[config.mk]
export PLATFORM = sky130hd
export DESIGN_NAME = oscillating_carriage_stepper_sequencer_core
export DESIGN_NICKNAME = d
export VERILOG_FILES = /design/src/design/ocss_pkg.sv /design/src/design/ocss_timer.sv /design/src/design/oscillating_carriage_stepper_sequencer_core.sv
export SDC_FILE = /design/constraint.sdc
export NUM_CORES = 1
export LEC_CHECK = 0
export BUFFER_PORTS_ARGS = -buffer_cell sky130_fd_sc_hd__buf_2
export CORE_MARGIN = 2
export CORE_UTILIZATION = 30
export CTS_CLUSTER_DIAMETER = 80
export DETAILED_ROUTE_END_ITERATION = 8
export SETUP_SLACK_MARGIN = 0.5
export SYNTH_ARGS = -nofsm -noshare
export SYNTH_HDL_FRONTEND = slang
export SYNTH_HIERARCHICAL = 1
export SYNTH_SLANG_ARGS = --single-unit
[constraint.sdc]
create_clock -name clk -period 6.65 [get_ports clk]
set_clock_uncertainty 0.15 [all_clocks]
set_input_delay 0.3325 -clock clk [delete_from_list [all_inputs] [get_ports clk]]
set_output_delay 0.3325 -clock clk [all_outputs]
set_load 0.02 [all_outputs]
[src/design/ocss_pkg.sv]
// shared constants, register map, mode and opcode codes, timer result type
`timescale 1ns / 1ps

package ocss_pkg;

  localparam int DEFAULT_POSITION_BITS = 24;
  localparam int LIMIT_BITS            = 23;
  localparam int TIMER_BITS            = 32;
  localparam int ELAPSED_BITS          = 16;
  localparam int OPCODE_BITS           = 2;
  localparam int MODE_BITS             = 3;
  // enable, carriage step, direction, mirror step, table step, mode, running
  localparam int STATUS_BITS           = 6 + MODE_BITS;

  localparam int CFG_ADDR_BITS = 5;
  localparam int CFG_DATA_BITS = 32;
  localparam int REG_IDX_BITS  = 3;

  // register indexes, byte address is 4 * index
  localparam logic [REG_IDX_BITS-1:0] REG_POSITIVE_LIMIT = 3'd0;
  localparam logic [REG_IDX_BITS-1:0] REG_NEGATIVE_LIMIT = 3'd1;
  localparam logic [REG_IDX_BITS-1:0] REG_CARRIAGE_PERIOD = 3'd2;
  localparam logic [REG_IDX_BITS-1:0] REG_MIRROR_PERIOD = 3'd3;
  localparam logic [REG_IDX_BITS-1:0] REG_TABLE_PERIOD = 3'd4;

  localparam logic [LIMIT_BITS-1:0] POSITIVE_LIMIT_RST  = 23'd1;
  localparam logic [LIMIT_BITS-1:0] NEGATIVE_LIMIT_RST  = 23'd1;
  localparam logic [TIMER_BITS-1:0] CARRIAGE_PERIOD_RST = 32'd1000;
  localparam logic [TIMER_BITS-1:0] MIRROR_PERIOD_RST   = 32'd1;
  localparam logic [TIMER_BITS-1:0] TABLE_PERIOD_RST    = 32'd1;

  localparam logic [OPCODE_BITS-1:0] OP_TICK   = 2'd0;
  localparam logic [OPCODE_BITS-1:0] OP_RUN    = 2'd1;
  localparam logic [OPCODE_BITS-1:0] OP_STOP   = 2'd2;
  localparam logic [OPCODE_BITS-1:0] OP_FINISH = 2'd3;

  localparam logic [MODE_BITS-1:0] MODE_INIT      = 3'd0;
  localparam logic [MODE_BITS-1:0] MODE_IDLE      = 3'd1;
  localparam logic [MODE_BITS-1:0] MODE_RUN       = 3'd2;
  localparam logic [MODE_BITS-1:0] MODE_FINISHING = 3'd3;
  localparam logic [MODE_BITS-1:0] MODE_STOP      = 3'd4;

  typedef struct packed {
    logic [TIMER_BITS-1:0] count;
    logic                  fire;
  } timer_out_t;

endpackage

[src/design/ocss_timer.sv]
// saturating period timer: adds elapsed time, fires and clears at its period
`timescale 1ns / 1ps

module ocss_timer (
  input  logic                             en,
  input  logic [ocss_pkg::TIMER_BITS-1:0]   count,
  input  logic [ocss_pkg::ELAPSED_BITS-1:0] elapsed_us,
  input  logic [ocss_pkg::TIMER_BITS-1:0]   period,
  output ocss_pkg::timer_out_t             result
);
  import ocss_pkg::*;

  logic [TIMER_BITS:0]   sum;
  logic [TIMER_BITS-1:0] sat;
  logic                  fire;

  assign sum  = {1'b0, count} + (TIMER_BITS + 1)'(elapsed_us);
  assign sat  = sum[TIMER_BITS] ? '1 : sum[TIMER_BITS-1:0];
  assign fire = en && (sat >= period);

  assign result.fire  = fire;
  assign result.count = !en ? count : (fire ? '0 : sat);

endmodule

[src/design/oscillating_carriage_stepper_sequencer_core.sv]
// top level: command decode, carriage sweep, three period timers, config regs
`timescale 1ns / 1ps

// Sequencer for one oscillating carriage and two free-running rotators
// (mirror and table). Each input beat carries an opcode in s_tuser (tick, run,
// stop, finish) and elapsed microseconds in s_tdata; every input beat gives
// exactly one result beat with the enable, step pulses, direction, mode and
// carriage position after that beat. Throughput is one beat per clock while
// m_tready is high; the whole update is done between the state registers
// and the result register, and the longest path is the 32-bit saturating add
// and period compare of the carriage timer feeding the position update. The
// result register holds a beat while m_tready is low; s_tready stays high
// whenever that register is empty or being drained in the same cycle.
// Configuration goes through the APB port (byte address 4 * index) and should
// only be written while the block is idle.

module oscillating_carriage_stepper_sequencer_core #(
  parameter  int POSITION_BITS = ocss_pkg::DEFAULT_POSITION_BITS,
  localparam int DATA_BITS     = ((ocss_pkg::STATUS_BITS + POSITION_BITS + 7) / 8) * 8
) (
  input  logic                               clk,
  input  logic                               rst,
  // input stream
  input  logic                               s_tvalid,
  output logic                               s_tready,
  input  logic [ocss_pkg::ELAPSED_BITS-1:0]  s_tdata,   // [15:0] elapsed_us
  input  logic [ocss_pkg::OPCODE_BITS-1:0]   s_tuser,   // [1:0] opcode
  // result stream
  output logic                               m_tvalid,
  input  logic                               m_tready,
  // drive_enable, carriage_step, carriage_forward, mirror_step, table_step,
  // mode[2:0], running, carriage_position, zero pad (lowest bit up)
  output logic [DATA_BITS-1:0]               m_tdata,
  // config port
  input  logic                               psel,
  input  logic                               penable,
  input  logic                               pwrite,
  input  logic [ocss_pkg::CFG_ADDR_BITS-1:0] paddr,
  input  logic [ocss_pkg::CFG_DATA_BITS-1:0] pwdata,
  output logic [ocss_pkg::CFG_DATA_BITS-1:0] prdata,
  output logic                               pready
);
  import ocss_pkg::*;

  // limits are compared at the wider of the limit and position widths
  localparam int CMP_BITS = (POSITION_BITS > LIMIT_BITS) ? POSITION_BITS : LIMIT_BITS;
  localparam logic [CMP_BITS-1:0] POS_TOP =
    CMP_BITS'((64'd1 << (POSITION_BITS - 1)) - 64'd1);

  // config registers
  logic [LIMIT_BITS-1:0] positive_limit;
  logic [LIMIT_BITS-1:0] negative_limit;
  logic [TIMER_BITS-1:0] carriage_period;
  logic [TIMER_BITS-1:0] mirror_interval;
  logic [TIMER_BITS-1:0] table_interval;

  // sequencer state
  logic [MODE_BITS-1:0]            mode, mode_next;
  logic                            enable, enable_next;
  logic signed [POSITION_BITS-1:0] position, position_next;
  logic                            forward, forward_next;
  logic [TIMER_BITS-1:0]           carriage_timer;
  logic [TIMER_BITS-1:0]           mirror_count;
  logic [TIMER_BITS-1:0]           table_count;

  logic                    accept;
  logic                    active;
  logic                    tick_en;
  logic                    carriage_step;
  logic                    running_next;
  timer_out_t              carriage_res;
  timer_out_t              mirror_res;
  timer_out_t              table_res;
  logic [REG_IDX_BITS-1:0] reg_idx;
  logic                    cfg_write;

  logic [CMP_BITS-1:0]             plim_wide, nlim_wide;
  logic signed [POSITION_BITS-1:0] plim, nlim_neg;
  logic                            pos_side;
  logic                            fwd_turned;
  logic signed [POSITION_BITS-1:0] pos_moved;

  // ---------------------------------------------------------------------------
  // config port, always ready, decoded on the word index
  // ---------------------------------------------------------------------------
  assign pready    = 1'b1;
  assign reg_idx   = paddr[REG_IDX_BITS+1:2];
  assign cfg_write = psel && penable && pwrite && pready;

  always_ff @(posedge clk) begin
    if (rst) begin
      positive_limit  <= POSITIVE_LIMIT_RST;
      negative_limit  <= NEGATIVE_LIMIT_RST;
      carriage_period <= CARRIAGE_PERIOD_RST;
      mirror_interval <= MIRROR_PERIOD_RST;
      table_interval  <= TABLE_PERIOD_RST;
    end else if (cfg_write) begin
      unique case (reg_idx)
        REG_POSITIVE_LIMIT:  positive_limit  <= pwdata[LIMIT_BITS-1:0];
        REG_NEGATIVE_LIMIT:  negative_limit  <= pwdata[LIMIT_BITS-1:0];
        REG_CARRIAGE_PERIOD: carriage_period <= pwdata;
        REG_MIRROR_PERIOD:   mirror_interval <= pwdata;
        REG_TABLE_PERIOD:    table_interval  <= pwdata;
        default: ;  // unmapped addresses are ignored
      endcase
    end
  end

  always_comb begin
    unique case (reg_idx)
      REG_POSITIVE_LIMIT:  prdata = CFG_DATA_BITS'(positive_limit);
      REG_NEGATIVE_LIMIT:  prdata = CFG_DATA_BITS'(negative_limit);
      REG_CARRIAGE_PERIOD: prdata = carriage_period;
      REG_MIRROR_PERIOD:   prdata = mirror_interval;
      REG_TABLE_PERIOD:    prdata = table_interval;
      default:             prdata = '0;
    endcase
  end

  // ---------------------------------------------------------------------------
  // handshake: a new beat goes in whenever the result register frees up
  // ---------------------------------------------------------------------------
  assign s_tready = !m_tvalid || m_tready;
  assign accept   = s_tvalid && s_tready;

  assign active  = (mode == MODE_RUN) || (mode == MODE_FINISHING);
  assign tick_en = (s_tuser == OP_TICK) && active;

  // ---------------------------------------------------------------------------
  // timers, only advanced by a tick while moving
  // ---------------------------------------------------------------------------
  ocss_timer u_carriage_timer (
    .en         (tick_en),
    .count      (carriage_timer),
    .elapsed_us (s_tdata),
    .period     (carriage_period),
    .result     (carriage_res)
  );

  ocss_timer u_mirror_count (
    .en         (tick_en),
    .count      (mirror_count),
    .elapsed_us (s_tdata),
    .period     (mirror_interval),
    .result     (mirror_res)
  );

  ocss_timer u_table_count (
    .en         (tick_en),
    .count      (table_count),
    .elapsed_us (s_tdata),
    .period     (table_interval),
    .result     (table_res)
  );

  // ---------------------------------------------------------------------------
  // carriage sweep: limits clamped to the position range, turn then step
  // ---------------------------------------------------------------------------
  assign plim_wide = (CMP_BITS'(positive_limit) > POS_TOP) ? POS_TOP : CMP_BITS'(positive_limit);
  assign nlim_wide = (CMP_BITS'(negative_limit) > POS_TOP) ? POS_TOP : CMP_BITS'(negative_limit);
  assign plim      = $signed(plim_wide[POSITION_BITS-1:0]);
  assign nlim_neg  = -$signed(nlim_wide[POSITION_BITS-1:0]);

  // zero counts as the positive side when heading forward
  assign pos_side = (position > 0) || ((position == 0) && forward);

  always_comb begin
    fwd_turned = forward;
    if (pos_side) begin
      if (forward && (position >= plim)) fwd_turned = 1'b0;
    end else begin
      if (!forward && (position <= nlim_neg)) fwd_turned = 1'b1;
    end
  end

  assign pos_moved = fwd_turned ? position + POSITION_BITS'(1) : position - POSITION_BITS'(1);

  // ---------------------------------------------------------------------------
  // command decode and next state
  // ---------------------------------------------------------------------------
  always_comb begin
    mode_next     = mode;
    enable_next   = enable;
    position_next = position;
    forward_next  = forward;
    carriage_step = 1'b0;
    unique case (s_tuser)
      OP_TICK: begin
        if (tick_en && carriage_res.fire) begin
          if ((mode == MODE_FINISHING) && (position == 0)) begin
            // back home: park without stepping
            mode_next   = MODE_IDLE;
            enable_next = 1'b0;
          end else begin
            forward_next  = fwd_turned;
            position_next = pos_moved;
            carriage_step = 1'b1;
          end
        end
      end
      OP_RUN: begin
        if (!active) begin
          mode_next    = MODE_RUN;
          enable_next  = 1'b1;
          forward_next = 1'b1;
        end
      end
      OP_STOP: begin
        mode_next   = MODE_STOP;
        enable_next = 1'b0;
      end
      OP_FINISH: begin
        if (mode == MODE_RUN) begin
          if (position != 0) begin
            mode_next = MODE_FINISHING;
          end else begin
            mode_next   = MODE_IDLE;
            enable_next = 1'b0;
          end
        end
      end
    endcase
  end

  assign running_next = (mode_next == MODE_RUN) || (mode_next == MODE_FINISHING);

  always_ff @(posedge clk) begin
    if (rst) begin
      mode           <= MODE_INIT;
      enable         <= 1'b0;
      position       <= '0;
      forward        <= 1'b1;
      carriage_timer <= '0;
      mirror_count   <= '0;
      table_count    <= '0;
    end else if (accept) begin
      mode           <= mode_next;
      enable         <= enable_next;
      position       <= position_next;
      forward        <= forward_next;
      carriage_timer <= carriage_res.count;
      mirror_count   <= mirror_res.count;
      table_count    <= table_res.count;
    end
  end

  // ---------------------------------------------------------------------------
  // result register
  // ---------------------------------------------------------------------------
  always_ff @(posedge clk) begin
    if (rst) begin
      m_tvalid <= 1'b0;
    end else if (accept) begin
      m_tvalid <= 1'b1;
    end else if (m_tready) begin
      m_tvalid <= 1'b0;
    end
  end

  always_ff @(posedge clk) begin
    if (accept) begin
      m_tdata <= DATA_BITS'({position_next, running_next, mode_next, table_res.fire,
                             mirror_res.fire, forward_next, carriage_step, enable_next});
    end
  end

endmodule

==> out/metrics.csv <==
stage;metric;value;unit
critical_path;critPathRequiredTime;6910;ps
critical_path;critPathMaxStageDelay;550;ps
synth;synth_cell_types;106;
cells_and_area;regArea;6360;µm²
cells_and_area;fin_nets;3388;
route;dr.pass1.iters;8;
cts;cts.htree.levels;2;
cts;cts_tree;done;
synth;synth.area.top_cells;dfxtp_1, nand2_1, ha_1, a21oi_1, edfxtp_1;
floorplan;die_w;278.1;µm
power;p_int;3527;µW
timing;slew_headroom;33.86;%
global_route;grt_start_max_net_pins;146;
timing;fin_crit_sh;89.30;%
run;max_cap_violations;0;
cts;insertion_delay;580;ps
route;antenna_left;0;
power;p_leak;0.01013;µW
placed_design;place_congestion;0.9512;
timing;setup_viol_count_final;0;
critical_path;crit_buf_inv;6;
cts;clockRootBuffer;clkbuf_16;
cts;clkTransAtPathRegs;60;ps
power;p_per_area;188.2;nW/µm²
synth;ys.flop_type;dfxtp_1;
route;drc;0;
worst_hold_path;hp-class;input pin to flip-flop;
timing;tns;0;ps
power;pwr-share-seq;38.3;%
floorplan;io_pins;137;
route;vias;21880;
cells_and_area;area_growth;15.57;%
global_route;grt_pass1_wl;119400;µm
route;avgViaCountPerCell;5.321;
global_route;antenna_found_initial;9;
cells_and_area;final_cell_count_no_fill;4111;
cts;clock_path_buffers;3;
critical_path;cp_top_family;simple AND/OR/NAND/NOR gates;
power;power_frac_clock;48.2;%
power;p_comb_share;13.4;%
floorplan;die_y;278.1;µm
synth;synthCells;3019;
critical_path;critPathSlowestCell;or4_4;
synth;yosysWarnings;6;
timing;finalCriticalPeriod;5938;ps
cts;cts_made_buffers;38;
synth;syn_area;22530;µm²
critical_path;path_max_fanout;6;
critical_path;worstPathCellList;or4_4 > nor4_4 > buf_4 > nand4_1 > buf_4 > nor4_2 > ha_1 > buf_4 > a21oi_1 > o211ai_1 > buf_4 > nor4_4 > nor3_4 > inv_4 > buf_6 > ha_4 > and3_4 > a221oi_4 > o211a_1 > nand3_2 > a2111oi_4 > nor2_4 > mux2_4 > o32ai_2;
timing;drv_slew;0;
floorplan;die_area;77310;µm²
floorplan;initial_core_util;30.27;%
power;switchingPower;1372;µW
cells_and_area;fill_cells;7795;
critical_path;cp-start-kind;flip-flop;
synth;synth_top_area_cell;dfxtp_1;
synth;synth-edff-count;33;
placed_design;io_buffers;126;
critical_path;cp_common_cell;buf_4;
timing;hold_viol;0;
critical_path;crit_type;flip-flop to flip-flop;
global_route;grt.total_usage;19.61;%
placed_design;dp.cells;3985;
power;ir_drop;0.1376;mV
critical_path;critPathArrivalTime;6200;ps
placed_design;dp_hpwl;57440;µm
critical_path;crit_path_end_kind;flip-flop;
synth;yosysSeqAreaShare;28.21;%
cells_and_area;multi_input_area;14940;µm²
timing;rsz0062_at_grt;yes;
power;swShare;28.01;%
timing;worst_pin_slew;992.2;ps
placed_design;place_ws;95.20;ps
route;wl_per_cell;19.13;µm
timing;fmax;168.4;MHz
global_route;gr-total-overflow;0;
cells_and_area;drive_gt1_share;11.41;%
floorplan;core.rowCount;100;
synth;postSynthAreaPerCell;7.463;µm²
synth;synthArstFlopShare;0;%
synth;synth_top_area_share;23.81;%
floorplan;core_area;74450;µm²
cts;clkSinkCount;301;
global_route;grt_pass1_vias;19660;
route;drt_iter0_markers;2006;
timing;fin_ws;711.9;ps
status;outcome;completed;
route;drt-total-wl;78630;µm
synth;ys_seq_elements;301;
timing repair:
action,4_1_cts,5_1_grt
hold buffers,34,0
resized for setup,10,28
endpoints found under the setup margin,10,30
endpoints found under the hold margin,143,0
buffers inserted,7,11
cloned,0,0
pin swaps,4,19
state kept, by name (all words and copies together) (netlist names):
| signal | flops |
|---|---|
| m_tvalid | 1 |
| position | 24 |
| positive_limit | 23 |
| enable | 1 |
| carriage_timer | 32 |
| mirror_count | 32 |
| m_tdata | 33 |
| carriage_period | 32 |
| mirror_interval | 32 |
| table_count | 32 |
| forward | 1 |
| negative_limit | 23 |
| table_interval | 32 |
| mode | 3 |
power by group through the flow:
stage | logic [µW] | registers, µW | clock network [µW]
after floorplan | 396 | 1930 | 0
after global placement | 594 | 1920 | 0
after detailed placement | 597 | 1920 | 0
after CTS | 638 | 1880 | 2400
after global routing | 716 | 1880 | 2480
final | 658 | 1880 | 2360
final cells by class:
cell class	instances	area share, %
Multi-Input combinational cell	2371	57.37
Inverter	183	2.676
Clock buffer	50	4.224
Clock inverter	19	1.182
Tap cell	969	4.656
Sequential cell	301	24.42
Timing Repair Buffer	213	5.415
Antenna cell	5	0.04805
Yosys cell counts (all sizes together) (26+ instances only):
cell / number
nor3: 52
a21oi: 379
o21ai: 155
ha: 214
edfxtp: 33
dfxtp: 268
xnor2: 57
a221o: 26
xor2: 55
nand3: 96
nor4: 26
clkbuf: 124
nand2: 732
nor2: 96
o211ai: 31
buf: 44
a21o: 30
mux2i: 51
nand4: 46
inv: 183
and3: 30
cell families (layout without fill, tap and decap cells):
logic type,Yosys count,count (layout),synth area share [%]
flip-flops,301,301,28.21
AND/OR/NAND/NOR,1186,1186,23.98
buffers and inverters,353,465,6.497
multiplexers,62,62,2.882
XOR/XNOR,112,112,4.354
other,2,13,0.03333
AO/OA/AOI/OAI,785,785,21.80
adder cells (fa/ha/maj),218,218,12.24
through the flow:
step	total power [µW]	instance area, µm²	hold slack [ps]	util, %
2_1_floorplan	2321	22550	283.0	-
3_3_place_gp	2512	23960	298.4	32.18
3_5_place_dp	2515	23960	301.5	32.18
4_1_cts	4920	25820	0.9641	34.69
5_1_grt	5070	26040	35.45	34.97
6_report	4900	26040	27.85	34.98
path summary, 6_finish.rpt:
| path | startpoint | endpoint | slack (ps) | cells past startpoint |
|---|---|---|---|---|
| setup reg to reg | negative_limit[8] | m_tdata[32] | 710 | 24 |
| setup / recovery | negative_limit[8] | m_tdata[32] | 710 | 24 |
| hold reg to reg | enable | enable | 310 | 2 |
| hold / removal | s_tuser[0] | m_tdata[2] | 30 | 2 |
per-layer routing:
metal	global-route usage, %	up-vias	routed length, µm
li1	-	10790	-
met1	27.64	10280	36300
met2	30.36	696	34530
met3	3.509	93	5567
met4	5.780	8	2175
met5	0	-	57
cell usage in the layout, fill, tap and decap left out, types with 13 or more instances in the layout:
cell type,count
nand2_1,730
a21oi_1,375
dfxtp_1,267
ha_1,210
inv_1,180
o21ai_0,149
buf_2,125
nand3_1,92
nor2_1,88
xnor2_1,57
xor2_1,55
mux2i_1,51
buf_4,49
nand4_1,44
nor3_1,42
clkbuf_16,41
dlygate4sd3_1,34
edfxtp_1,33
o211ai_1,28
a21o_1,26
a221o_1,26
nor2b_1,25
and3_1,22
nand2b_1,18
and2_1,18
nor4_1,16
a211oi_1,16
a31oi_1,16
and4_1,16
o21a_1,13
nand3b_1,13
a22o_1,13
Note: power is estimated with default switching activity, not from simulation.
